--- src/jkwm_pkg.sv ---
// Shared types and constants for the JK flip-flop window monitor.
// Used by the divider, the top-level sequencer, the checker and the testbench.
// No dependencies.
package jkwm_pkg;

    // Q1.16 probability format
    localparam int unsigned FRAC_W  = 16;
    localparam int unsigned PROB_W  = FRAC_W + 1;
    localparam int unsigned BIAS_W  = FRAC_W + 2;
    localparam int unsigned CNT_W   = 32;
    localparam int unsigned STEP_W  = 5;
    localparam int unsigned WSIZE_W = 11;
    localparam int unsigned CFG_W   = 17;
    localparam int unsigned IDX_W   = 2;

    localparam logic [PROB_W-1:0]  ONE_Q16   = PROB_W'(1) << FRAC_W;
    localparam logic [STEP_W-1:0]  LAST_STEP = STEP_W'(PROB_W - 1);
    localparam logic [CNT_W-1:0]   CNT_MAX   = '1;
    localparam logic [WSIZE_W-1:0] WSIZE_RST = WSIZE_W'(1024);

    // Configuration register indexes
    typedef enum logic [IDX_W-1:0] {
        CFG_WINDOW_SIZE    = 2'd0,
        CFG_THEO_PROB      = 2'd1,
        CFG_BIAS_THRESHOLD = 2'd2
    } cfg_idx_t;

    // Sequencer states
    typedef enum logic [2:0] {
        ST_IDLE,
        ST_SCAN,
        ST_LEAVE,
        ST_DIV,
        ST_DONE
    } state_t;

    // Divider status toward the sequencer
    typedef struct packed {
        logic busy;
        logic done;
    } div_status_t;

endpackage

--- src/jk_flipflop_window_monitor.sv ---
// JK flip-flop window monitor: applies J/K requests to a flip-flop, averages the
// last window_size output bits and flags bias beyond a threshold.
// Depends on jkwm_pkg, jkwm_div and jkwm_hist.
//
// Each request passes through the sequencer states in order: IDLE, where it is
// accepted and the bit leaving the window is read; LEAVE, which stores the new bit
// and updates the ones count; DIV, the bit-serial divider (one quotient bit per
// cycle); and DONE, which forms the bias and loads the output register. No new
// request is taken until the block is back in IDLE. The divider sets the rate.
// A result waiting in the output register does not block the next request; the
// block holds its result only if the previous one has not been taken yet.
// After a write to window_size the ones count is rebuilt from the history ring,
// one bit per cycle; s_axis_tready stays low until the recount is done. The
// history ring needs no clearing after reset.
module jk_flipflop_window_monitor #(
    parameter int unsigned WIN_MAX = 1024
) (
    input  logic         clk,
    input  logic         rst_n,
    // request channel
    input  logic         s_axis_tvalid,
    output logic         s_axis_tready,
    input  logic [7:0]   s_axis_tdata,   // [0] j_bit, [1] k_bit
    // result channel
    output logic         m_axis_tvalid,
    input  logic         m_axis_tready,
    output logic [103:0] m_axis_tdata,   // [0] q_bit, [17:1] window_prob,
                                         // [35:18] window_bias, [67:36] conv_index,
                                         // [99:68] items_seen
    // configuration
    input  logic         cfg_we,
    input  logic [1:0]   cfg_index,
    input  logic [16:0]  cfg_data
);

    localparam int unsigned NW = $clog2(WIN_MAX + 1);
    localparam int unsigned AW = $clog2(WIN_MAX);
    localparam int unsigned PW = jkwm_pkg::PROB_W;
    localparam int unsigned BW = jkwm_pkg::BIAS_W;
    localparam int unsigned CW = jkwm_pkg::CNT_W;

    jkwm_pkg::state_t state_reg, state_next;

    // Configuration registers
    logic [jkwm_pkg::WSIZE_W-1:0] win_reg;
    logic [jkwm_pkg::CFG_W-1:0]   theo_reg;
    logic [jkwm_pkg::CFG_W-1:0]   thr_reg;
    logic                         rescan_reg;

    // Flip-flop and window state
    logic          q_reg;
    logic [CW-1:0] count_reg;
    logic [NW-1:0] ones_reg;
    logic [AW-1:0] wp_reg;
    logic [CW-1:0] conv_reg;
    logic [NW-1:0] n_reg;
    logic          leave_reg;

    // Recount state
    logic [NW-1:0] scan_left_reg;
    logic [AW-1:0] scan_addr_reg;
    logic          scan_pend_reg;

    // Output register
    logic          out_valid_reg;
    logic          out_q_reg;
    logic [PW-1:0] out_prob_reg;
    logic [BW-1:0] out_bias_reg;
    logic [CW-1:0] out_conv_reg;
    logic [CW-1:0] out_items_reg;

    // Control and datapath nets
    logic                  accept;
    logic                  win_write;
    logic                  out_free;
    logic                  j_in;
    logic                  k_in;
    logic                  q_new;
    logic [NW-1:0]         eff_win;
    logic [CW-1:0]         count_inc;
    logic [NW-1:0]         n_new;
    logic [NW-1:0]         scan_len;
    logic [CW-1:0]         back_sum;
    logic [AW-1:0]         leave_addr;
    logic [AW-1:0]         scan_first;
    logic [AW-1:0]         scan_addr_dec;
    logic [AW-1:0]         wp_inc;
    logic [NW-1:0]         ones_upd;
    logic                  scan_end;
    logic                  rd_en;
    logic [AW-1:0]         rd_addr;
    logic                  rd_bit;
    logic                  wr_en;
    logic                  div_start;
    jkwm_pkg::div_status_t div_st;
    logic [PW-1:0]         div_quo;
    logic [PW-1:0]         theo_c;
    logic [PW-1:0]         thr_c;
    logic signed [BW-1:0]  bias;
    logic [BW-1:0]         bias_mag;
    logic                  exceed;

    assign j_in      = s_axis_tdata[0];
    assign k_in      = s_axis_tdata[1];
    assign accept    = s_axis_tvalid && s_axis_tready;
    assign out_free  = !out_valid_reg || m_axis_tready;
    assign win_write = cfg_we && (cfg_index == jkwm_pkg::CFG_WINDOW_SIZE);

    // Effective window: zero counts as one, clamp to ring depth
    always_comb
    begin
        if (win_reg == '0)
        begin
            eff_win = NW'(1);
        end
        else if (CW'(win_reg) > CW'(WIN_MAX))
        begin
            eff_win = NW'(WIN_MAX);
        end
        else
        begin
            eff_win = NW'(win_reg);
        end
    end

    // Flip-flop update and window length for the incoming request
    always_comb
    begin
        unique case ({j_in, k_in})
            2'b00:   q_new = q_reg;
            2'b01:   q_new = 1'b0;
            2'b10:   q_new = 1'b1;
            default: q_new = !q_reg;
        endcase
        count_inc = (count_reg == jkwm_pkg::CNT_MAX) ? count_reg : count_reg + 1'b1;
        n_new     = (count_inc < CW'(eff_win)) ? NW'(count_inc) : eff_win;
        scan_len  = (count_reg < CW'(eff_win)) ? NW'(count_reg) : eff_win;
    end

    // Ring address arithmetic
    always_comb
    begin
        back_sum = CW'(wp_reg) + CW'(WIN_MAX) - CW'(eff_win);
        if (back_sum >= CW'(WIN_MAX))
        begin
            back_sum = back_sum - CW'(WIN_MAX);
        end
        leave_addr    = AW'(back_sum);
        scan_first    = (wp_reg == '0) ? AW'(WIN_MAX - 1) : wp_reg - 1'b1;
        scan_addr_dec = (scan_addr_reg == '0) ? AW'(WIN_MAX - 1) : scan_addr_reg - 1'b1;
        wp_inc        = (wp_reg == AW'(WIN_MAX - 1)) ? '0 : wp_reg + 1'b1;
        ones_upd      = ones_reg + NW'(q_reg) - NW'(leave_reg && rd_bit);
        scan_end      = (scan_left_reg == '0) && !scan_pend_reg;
    end

    // Bias against the expected probability
    always_comb
    begin
        theo_c   = (theo_reg > jkwm_pkg::ONE_Q16) ? jkwm_pkg::ONE_Q16 : theo_reg;
        thr_c    = (thr_reg > jkwm_pkg::ONE_Q16) ? jkwm_pkg::ONE_Q16 : thr_reg;
        bias     = signed'({1'b0, div_quo}) - signed'({1'b0, theo_c});
        bias_mag = bias[BW-1] ? BW'(-bias) : BW'(bias);
        exceed   = bias_mag > {1'b0, thr_c};
    end

    // Next state
    always_comb
    begin
        state_next = state_reg;
        unique case (state_reg)
            jkwm_pkg::ST_IDLE:
            begin
                if (rescan_reg)
                begin
                    state_next = jkwm_pkg::ST_SCAN;
                end
                else if (s_axis_tvalid)
                begin
                    state_next = jkwm_pkg::ST_LEAVE;
                end
            end
            jkwm_pkg::ST_SCAN:
            begin
                if (scan_end)
                begin
                    state_next = jkwm_pkg::ST_IDLE;
                end
            end
            jkwm_pkg::ST_LEAVE:
            begin
                state_next = jkwm_pkg::ST_DIV;
            end
            jkwm_pkg::ST_DIV:
            begin
                if (div_st.done)
                begin
                    state_next = jkwm_pkg::ST_DONE;
                end
            end
            jkwm_pkg::ST_DONE:
            begin
                if (out_free)
                begin
                    state_next = jkwm_pkg::ST_IDLE;
                end
            end
            default:
            begin
                state_next = jkwm_pkg::ST_IDLE;
            end
        endcase
    end

    // Control outputs of the sequencer
    always_comb
    begin
        s_axis_tready = 1'b0;
        rd_en         = 1'b0;
        rd_addr       = leave_addr;
        wr_en         = 1'b0;
        div_start     = 1'b0;
        unique case (state_reg)
            jkwm_pkg::ST_IDLE:
            begin
                s_axis_tready = !rescan_reg;
                rd_en         = !rescan_reg && s_axis_tvalid;
            end
            jkwm_pkg::ST_SCAN:
            begin
                rd_en   = scan_left_reg != '0;
                rd_addr = scan_addr_reg;
            end
            jkwm_pkg::ST_LEAVE:
            begin
                wr_en     = 1'b1;
                div_start = 1'b1;
            end
            default:
            begin
                rd_en = 1'b0;
            end
        endcase
    end

    // Sequencer and configuration registers
    always_ff @(posedge clk or negedge rst_n)
    begin
        if (!rst_n)
        begin
            state_reg  <= jkwm_pkg::ST_IDLE;
            win_reg    <= jkwm_pkg::WSIZE_RST;
            theo_reg   <= '0;
            thr_reg    <= '0;
            rescan_reg <= 1'b0;
        end
        else
        begin
            state_reg <= state_next;
            if (cfg_we)
            begin
                unique case (cfg_index)
                    jkwm_pkg::CFG_WINDOW_SIZE:    win_reg  <= cfg_data[jkwm_pkg::WSIZE_W-1:0];
                    jkwm_pkg::CFG_THEO_PROB:      theo_reg <= cfg_data;
                    jkwm_pkg::CFG_BIAS_THRESHOLD: thr_reg  <= cfg_data;
                    default:                      thr_reg  <= thr_reg;
                endcase
            end
            // Drop the recount request once the pass starts; a new write raises it again
            if (win_write)
            begin
                rescan_reg <= 1'b1;
            end
            else if (state_reg == jkwm_pkg::ST_IDLE && rescan_reg)
            begin
                rescan_reg <= 1'b0;
            end
        end
    end

    // Window state
    always_ff @(posedge clk or negedge rst_n)
    begin
        if (!rst_n)
        begin
            q_reg         <= 1'b0;
            count_reg     <= '0;
            ones_reg      <= '0;
            wp_reg        <= '0;
            conv_reg      <= '0;
            n_reg         <= '0;
            leave_reg     <= 1'b0;
            scan_left_reg <= '0;
            scan_addr_reg <= '0;
            scan_pend_reg <= 1'b0;
        end
        else
        begin
            unique case (state_reg)
                jkwm_pkg::ST_IDLE:
                begin
                    if (rescan_reg)
                    begin
                        ones_reg      <= '0;
                        scan_left_reg <= scan_len;
                        scan_addr_reg <= scan_first;
                        scan_pend_reg <= 1'b0;
                    end
                    else if (accept)
                    begin
                        q_reg     <= q_new;
                        count_reg <= count_inc;
                        n_reg     <= n_new;
                        leave_reg <= count_reg >= CW'(eff_win);
                    end
                end
                jkwm_pkg::ST_SCAN:
                begin
                    if (scan_left_reg != '0)
                    begin
                        scan_left_reg <= scan_left_reg - 1'b1;
                        scan_addr_reg <= scan_addr_dec;
                    end
                    scan_pend_reg <= scan_left_reg != '0;
                    if (scan_pend_reg)
                    begin
                        ones_reg <= ones_reg + NW'(rd_bit);
                    end
                end
                jkwm_pkg::ST_LEAVE:
                begin
                    ones_reg <= ones_upd;
                    wp_reg   <= wp_inc;
                end
                jkwm_pkg::ST_DONE:
                begin
                    if (out_free && exceed)
                    begin
                        conv_reg <= count_reg;
                    end
                end
                default:
                begin
                    leave_reg <= leave_reg;
                end
            endcase
        end
    end

    // Output register
    always_ff @(posedge clk or negedge rst_n)
    begin
        if (!rst_n)
        begin
            out_valid_reg <= 1'b0;
        end
        else if (state_reg == jkwm_pkg::ST_DONE && out_free)
        begin
            out_valid_reg <= 1'b1;
        end
        else if (m_axis_tready)
        begin
            out_valid_reg <= 1'b0;
        end
    end

    always_ff @(posedge clk)
    begin
        if (state_reg == jkwm_pkg::ST_DONE && out_free)
        begin
            out_q_reg     <= q_reg;
            out_prob_reg  <= div_quo;
            out_bias_reg  <= bias;
            out_conv_reg  <= exceed ? count_reg : conv_reg;
            out_items_reg <= count_reg;
        end
    end

    assign m_axis_tvalid = out_valid_reg;
    assign m_axis_tdata  = {4'b0000, out_items_reg, out_conv_reg, out_bias_reg,
                            out_prob_reg, out_q_reg};

    jkwm_hist #(
        .DEPTH (WIN_MAX),
        .AW    (AW)
    ) u_hist (
        .clk     (clk),
        .wr_en   (wr_en),
        .wr_addr (wp_reg),
        .wr_bit  (q_reg),
        .rd_en   (rd_en),
        .rd_addr (rd_addr),
        .rd_bit  (rd_bit)
    );

    jkwm_div #(
        .NW (NW)
    ) u_div (
        .clk    (clk),
        .rst_n  (rst_n),
        .start  (div_start),
        .num    (ones_upd),
        .den    (n_reg),
        .status (div_st),
        .quo    (div_quo)
    );

    // The running count never exceeds the window it averages
    assert property (@(posedge clk) disable iff (!rst_n)
        (state_reg == jkwm_pkg::ST_DIV) |-> (ones_reg <= n_reg))
        else $error("ones count exceeds window length");

    // An accepted request always moves on to the history update
    assert property (@(posedge clk) disable iff (!rst_n)
        accept |=> (state_reg == jkwm_pkg::ST_LEAVE))
        else $error("accepted request did not reach history update");

    // The divider finishes only while the sequencer waits for it
    assert property (@(posedge clk) disable iff (!rst_n)
        div_st.done |-> (state_reg == jkwm_pkg::ST_DIV))
        else $error("divider finished outside its wait state");

    // A new result comes only from the result state
    assert property (@(posedge clk) disable iff (!rst_n)
        $rose(out_valid_reg) |-> ($past(state_reg) == jkwm_pkg::ST_DONE))
        else $error("result loaded outside result state");

    // Windowed probability stays within one
    assert property (@(posedge clk) disable iff (!rst_n)
        out_valid_reg |-> (out_prob_reg <= jkwm_pkg::ONE_Q16))
        else $error("window probability above one");

endmodule

--- src/jkwm_div.sv ---
// Bit-serial restoring divider: floor(num * 2^16 / den) for num <= den.
// One quotient bit per cycle; a start while busy begins a new division.
// Depends on jkwm_pkg.
module jkwm_div #(
    parameter int unsigned NW = 11
) (
    input  logic                        clk,
    input  logic                        rst_n,
    input  logic                        start,
    input  logic [NW-1:0]               num,
    input  logic [NW-1:0]               den,
    output jkwm_pkg::div_status_t       status,
    output logic [jkwm_pkg::PROB_W-1:0] quo
);

    logic                          busy_reg;
    logic [jkwm_pkg::STEP_W-1:0]   step_reg;
    logic [NW:0]                   rem_reg;
    logic [NW-1:0]                 den_reg;
    logic [jkwm_pkg::PROB_W-1:0]   quo_reg;
    logic                          ge;
    logic [NW:0]                   rem_sub;
    logic [NW:0]                   rem_next;

    // Trial subtract, keep remainder when it would go negative
    always_comb
    begin
        ge       = rem_reg >= {1'b0, den_reg};
        rem_sub  = ge ? (rem_reg - {1'b0, den_reg}) : rem_reg;
        rem_next = {rem_sub[NW-1:0], 1'b0};
    end

    // Advance one quotient bit per cycle
    always_ff @(posedge clk or negedge rst_n)
    begin
        if (!rst_n)
        begin
            busy_reg <= 1'b0;
            step_reg <= '0;
        end
        else if (start)
        begin
            busy_reg <= 1'b1;
            step_reg <= '0;
        end
        else if (busy_reg)
        begin
            step_reg <= step_reg + 1'b1;
            if (step_reg == jkwm_pkg::LAST_STEP)
            begin
                busy_reg <= 1'b0;
            end
        end
    end

    always_ff @(posedge clk)
    begin
        if (start)
        begin
            rem_reg <= {1'b0, num};
            den_reg <= den;
            quo_reg <= '0;
        end
        else if (busy_reg)
        begin
            rem_reg <= rem_next;
            quo_reg <= {quo_reg[jkwm_pkg::PROB_W-2:0], ge};
        end
    end

    assign status.busy = busy_reg;
    assign status.done = busy_reg && (step_reg == jkwm_pkg::LAST_STEP);
    assign quo         = quo_reg;

endmodule

--- src/jkwm_hist.sv ---
// Ring memory of recent flip-flop output bits, one write and one read port.
// Read data is registered. No dependencies.
module jkwm_hist #(
    parameter int unsigned DEPTH = 1024,
    parameter int unsigned AW    = 10
) (
    input  logic          clk,
    input  logic          wr_en,
    input  logic [AW-1:0] wr_addr,
    input  logic          wr_bit,
    input  logic          rd_en,
    input  logic [AW-1:0] rd_addr,
    output logic          rd_bit
);

    logic mem [DEPTH];
    logic rd_bit_reg;

    // Store new bit
    always_ff @(posedge clk)
    begin
        if (wr_en)
        begin
            mem[wr_addr] <= wr_bit;
        end
    end

    // Registered read
    always_ff @(posedge clk)
    begin
        if (rd_en)
        begin
            rd_bit_reg <= mem[rd_addr];
        end
    end

    assign rd_bit = rd_bit_reg;

endmodule

--- config.mk ---
export PLATFORM = sky130hd
export DESIGN_NAME = jk_flipflop_window_monitor
export DESIGN_NICKNAME = d
export VERILOG_FILES = /design/src/jkwm_pkg.sv /design/src/jk_flipflop_window_monitor.sv /design/src/jkwm_div.sv /design/src/jkwm_hist.sv
export SDC_FILE = /design/constraint.sdc
export NUM_CORES = 2
export LEC_CHECK = 0
export CORE_MARGIN = 1.5
export CORE_UTILIZATION = 25
export DETAILED_ROUTE_END_ITERATION = 10
export DONT_BUFFER_PORTS = 1
export PLACE_DENSITY = 0.37
export RECOVER_POWER = 50
export SLEW_MARGIN = 0
export SYNTH_ARGS = -nofsm -noshare
export SYNTH_HDL_FRONTEND = slang
export SYNTH_SLANG_ARGS = --single-unit
--- constraint.sdc ---
create_clock -name clk -period 39.5 [get_ports clk]
set_input_delay 3.95 -clock clk [delete_from_list [all_inputs] [get_ports clk]]
set_output_delay 3.95 -clock clk [all_outputs]
set_load 0.05 [all_outputs]
# Yosys cells after proc, flatten, opt, wreduce, memory -nomap -nowiden
# Memory sizes are Yosys's and may differ from the RTL's. A register that Yosys moved wholly into a read port is not among the register bits.
# Index checks and enable logic that the tools add are counted.
# W data, S select, Z words.
# totals
register_bits	316
ram_bits	1024
input_bits	32
output_inout_bits	106
n_memories	1
# mem_list
memory	depth	width	rd	rd_clocked_by_memory_dff	wr	line	source
u_hist.mem	1024	1	1	1	1	jkwm_hist.sv:16	logic mem [DEPTH];
# classes
add_sub_neg	15
magnitude_cmp	9
n_eq_ne	18
muxes	49
n_bitwise	2
reduce_logical	37
# ops
op	n
$mux W11	11
$mux W10	7
$lt A32 B11 Y1	2
$mux W32	2
$gt A17 B17 Y1 const B	2
$mux W17	2
$pmux W11 S3	1
$add A32 B1 Y32 const B	1
$eq A32 B32 Y1 const B	1
$ge A32 B11 Y1	1
$ge A32 B11 Y1 const B	1
$sub A10 B1 Y10 const B	3
$add A11 B1 Y11	2
$logic_not A11 Y1	2
$pmux W11 S2	1
$logic_not A10 Y1	2
$pmux W10 S2	1
$gt A18 B17 Y1	1
$mux W18	1
$neg A18 Y18	1
$sub A17 B17 Y18	1
$mux W3	5
$pmux W3 S5	1
$sub A12 B11 Y13	1
33 further kinds	77

# Logic depth before layout (Yosys ltp)
# logic_depth
word_depth	8
depth_mapped	29
ltp_nobuf	26

# Cells and area by module
# Synthesis repeated with hierarchy kept, for this count alone.
# hier_totals
cells_unflattened	4821
area_unflattened_um2	62640.1
# by_module_without_submodules
module	n_inst	cells_each	area_per_inst_um2
jkwm_hist	1	3112	44666.6
jk_flipflop_window_monitor	1	1478	15502.4
jkwm_div	1	231	2471.1

# Least setup slack after synthesis
# Ideal clock, no wire load.
# synth_timing
path_type	register to register
from	register q_reg
to	register u_div.rem_reg[10] (data pin)
setup_ns	0.257
arrival_time_ns	14.697
required_ns	39.243
setup_slack_ns	24.545
stages_incl_launch_ff	14
path_buffers	0
cell_sequence	dfrtp_1 -> ha_1 -> fa_1 -> a21o_1 -> a21oi_1 -> o21bai_1 -> a21oi_1 -> o21bai_1 -> a21oi_1 -> o21bai_1 -> a21oi_1 -> xnor2_1 -> nor2_1 -> a21oi_1
# synth_via
elab_chain_cells	3
# synth_rtl
element	line	source
from (decl)	jk_flipflop_window_monitor.sv:51	logic q_reg;
from (signal assigned)	jk_flipflop_window_monitor.sv:310	q_reg <= q_new;
$add A11 B1 Y11	jk_flipflop_window_monitor.sv:152	ones_upd = ones_reg + NW'(q_reg) - NW'(leave_reg && rd_bit);
$sub A11 B1 Y11	jk_flipflop_window_monitor.sv:152	
$mux W11	jkwm_div.sv:58	if (start)
to (signal assigned)	jkwm_div.sv:60	rem_reg <= {1'b0, num};
to (signal assigned)	jkwm_div.sv:66	rem_reg <= rem_next;
to (decl)	jkwm_div.sv:18	logic [NW:0] rem_reg;
# Every way passes these cells.
# A chain may end at the register's enable or synchronous reset.

# Worst setup path in the final report
# layout_timing
from	register q_reg
to	memory u_hist.mem[255] (data pin)
# layout_rtl
element	line
to (decl)	jkwm_hist.sv:16
# No word-level cell before the write port.

==> qor.yml <==
yosys-top-cells-area: "edfxtp_1 53%, nor2_1 6.9%, dfrtp_1 6.8%"
rows: 186
num_io_pins: 138
worstHoldPathType: "flop to flop"
core_area_um2: 256000
hold_viol: 0
tritoncts: "built"
drcViolationCount: 0
path_cells: "clkbuf_1, clkbuf_1, buf_4"
drt_pass1_iterations: 8
endpoint: "u_hist.mem[255]"
endpoint_kind: "flop"
ir_drop_uv: 140
drv_slew: 1242
reg2reg_depth: 3
synthCells: 5840
cts_hold_buf: 0
path_buf_inv: 3
ys.flop_type: "edfxtp_1"
initial_utilization_pct: 25.1
maxCapViolCount: 21
regMostFlops: "u_hist.mem"
largest_reg_flops: 1024
port_buffers: 0
ff2ff_setup_slack_ns: 27.42
status: "complete, but fails checks"
gr-usage-all-layers_pct: 18.0
hp-start: "n_reg[0]"
min_period_over_period_pct: 30.6
power_density_nw_per_um2: 95.8
area_growth_pct: 13.5
tightest_slew_ns: 9.94
clkTransAtPathRegs_ns: 0.06
drtAntennaViolNets: 0
ys_seq_area_share_pct: 60.8
crit_family: "buffers and inverters"
post_cts_buffers: 0
crit_path_start: "q_reg"
drt_wl_total_um: 239000
setup_tns_ns: 0
ys_types: 95
crit_path_top_delay_cell: "clkbuf_1"
first_global_vias: 45400
numCtsBuffers: 160
postSynthAreaPerCell_um2: 11.0
ys_ff_latch: 1341
place.gp.congestion: 0.788
wl_per_cell_um: 26.1
yosys-top-cells-count: "1,189 x nor2_1, 1,147 x edfxtp_1, 777 x nand2_1"
dp_hpwl_um: 133000
skew_ns: 0.0519
cp.depth: 3
die-area_um2: 261000
vias: 45800
rsz0062_at_grt: "false"
overflow: 0
cts_htree_levels: 4
rr_endpoint: "u_hist.mem[255]"
netlist_area_um2: 64400
insertion_delay_ns: 0.83
critPathArrivalTime_ns: 12.61
power.leakage_nw: 24.7
grt_antenna_before_repair: 10
crit_fanout: 231
yosysMostFrequentCell: "nor2_1"
setup_viol: 0
viasPerCell: 5.00
yosys.area.top_type_share_pct: 53.4
finalNetCount: 5802
r2r-start: "q_reg"
drt-initial-drc-count: 4179
die_width_um: 511
grt_start_max_net_pins: 234
die-height_um: 511
yosysWarnings: 0
dp_cells: 8879
grt_pass1_wl_um: 342000
yosysTopAreaCell: "edfxtp_1"
async_flop_share_pct: 13.1
slew_headroom_pct: -563
ctsLongestPathBuffers: 3
crit_top_cell: "clkbuf_1"
clkSinkCount: 1341
failed_checks: "max-capacitance violations, max-slew violations"
worst-setup-path-type: "flop to flop"
hold_ws_ns: 0.464
finalCriticalPeriod_ns: 12.08
final_util_pct: 28.5
synth-edff-count: 1147
fin_cells: 9165
start_kind: "flop"
root_buffer: "clkbuf_16"
cts_resized: 0
layout-drive-gt1-share_pct: 10.0
cp.required_ns: 40.03
max_freq_mhz: 82.8
cp_slowest_stage_delay_ns: 6.54
cell families (layout without fill, tap and decap cells):
logic type / Yosys count / count (layout) / synth area share (%)
adder cells (fa/ha/maj): 113 / 113 / 2.24
AO/OA/AOI/OAI: 770 / 770 / 8.46
other: 1 / 9 / 0.00582
AND/OR/NAND/NOR: 2591 / 2591 / 17.1
multiplexers: 312 / 312 / 6.00
flip-flops: 1341 / 1341 / 60.8
buffers and inverters: 598 / 531 / 3.83
XOR/XNOR: 114 / 114 / 1.55
power by group:
part           switching, mW  internal, mW  total [mW]
Clock                  0.630         0.829        1.46
Combinational           2.53          1.09        3.62
Sequential             0.104          1.82        1.92
cell usage in the layout, fill, tap and decap left out, drive strengths merged, types with 44 or more instances in the layout:
cell	count
inv	109
xnor2	77
ha	109
a32oi	44
o21ai	96
nand2	777
mux2i	139
mux2	126
a211oi	66
nor2	1189
nand4	52
buf	124
mux4	47
o211ai	83
dfrtp	175
nand3	301
a31oi	47
and3	64
nor3	74
edfxtp	1147
a21oi	156
clkinv	58
clkbuf	226
how the worst min path moves through the flow:
stage	end	slack, ns	cells after the start
global placement	u_div.den_reg[0]	0.44	0
CTS	u_div.den_reg[0]	0.47	0
detailed placement	u_div.den_reg[0]	0.44	0
finish	u_div.den_reg[0]	0.46	0
global route	u_div.den_reg[0]	0.49	0
floorplan	out_items_reg[18]	0.42	0
metal layers:
metal	vias up	track usage [%]	routed length, um
li1	20600	-	-
met1	23700	24.8	110000
met2	1225	29.7	113000
met3	291	2.60	11600
met4	0	3.91	5120
met5	-	0	0
metrics by stage:
step	total power, mW	instance area, um2	setup slack (ns)
floorplan	4.22	64500	24.55
global placement	5.57	68200	31.81
detailed placement	5.57	68200	31.78
CTS	7.06	73300	31.74
global route	7.38	73100	26.31
finish	7.00	73100	27.42
final cells by class:
cell class,instances,area [um2]
clock buffers,206,4260
diodes,5,12.5
multi-input cells,3904,23200
fillers,26700,183000
clock inverters,75,776
flip-flops and latches,1341,39200
inverters,106,399
well taps,3384,4230
repair buffers,144,1070
(Power assumes the default switching activity.)
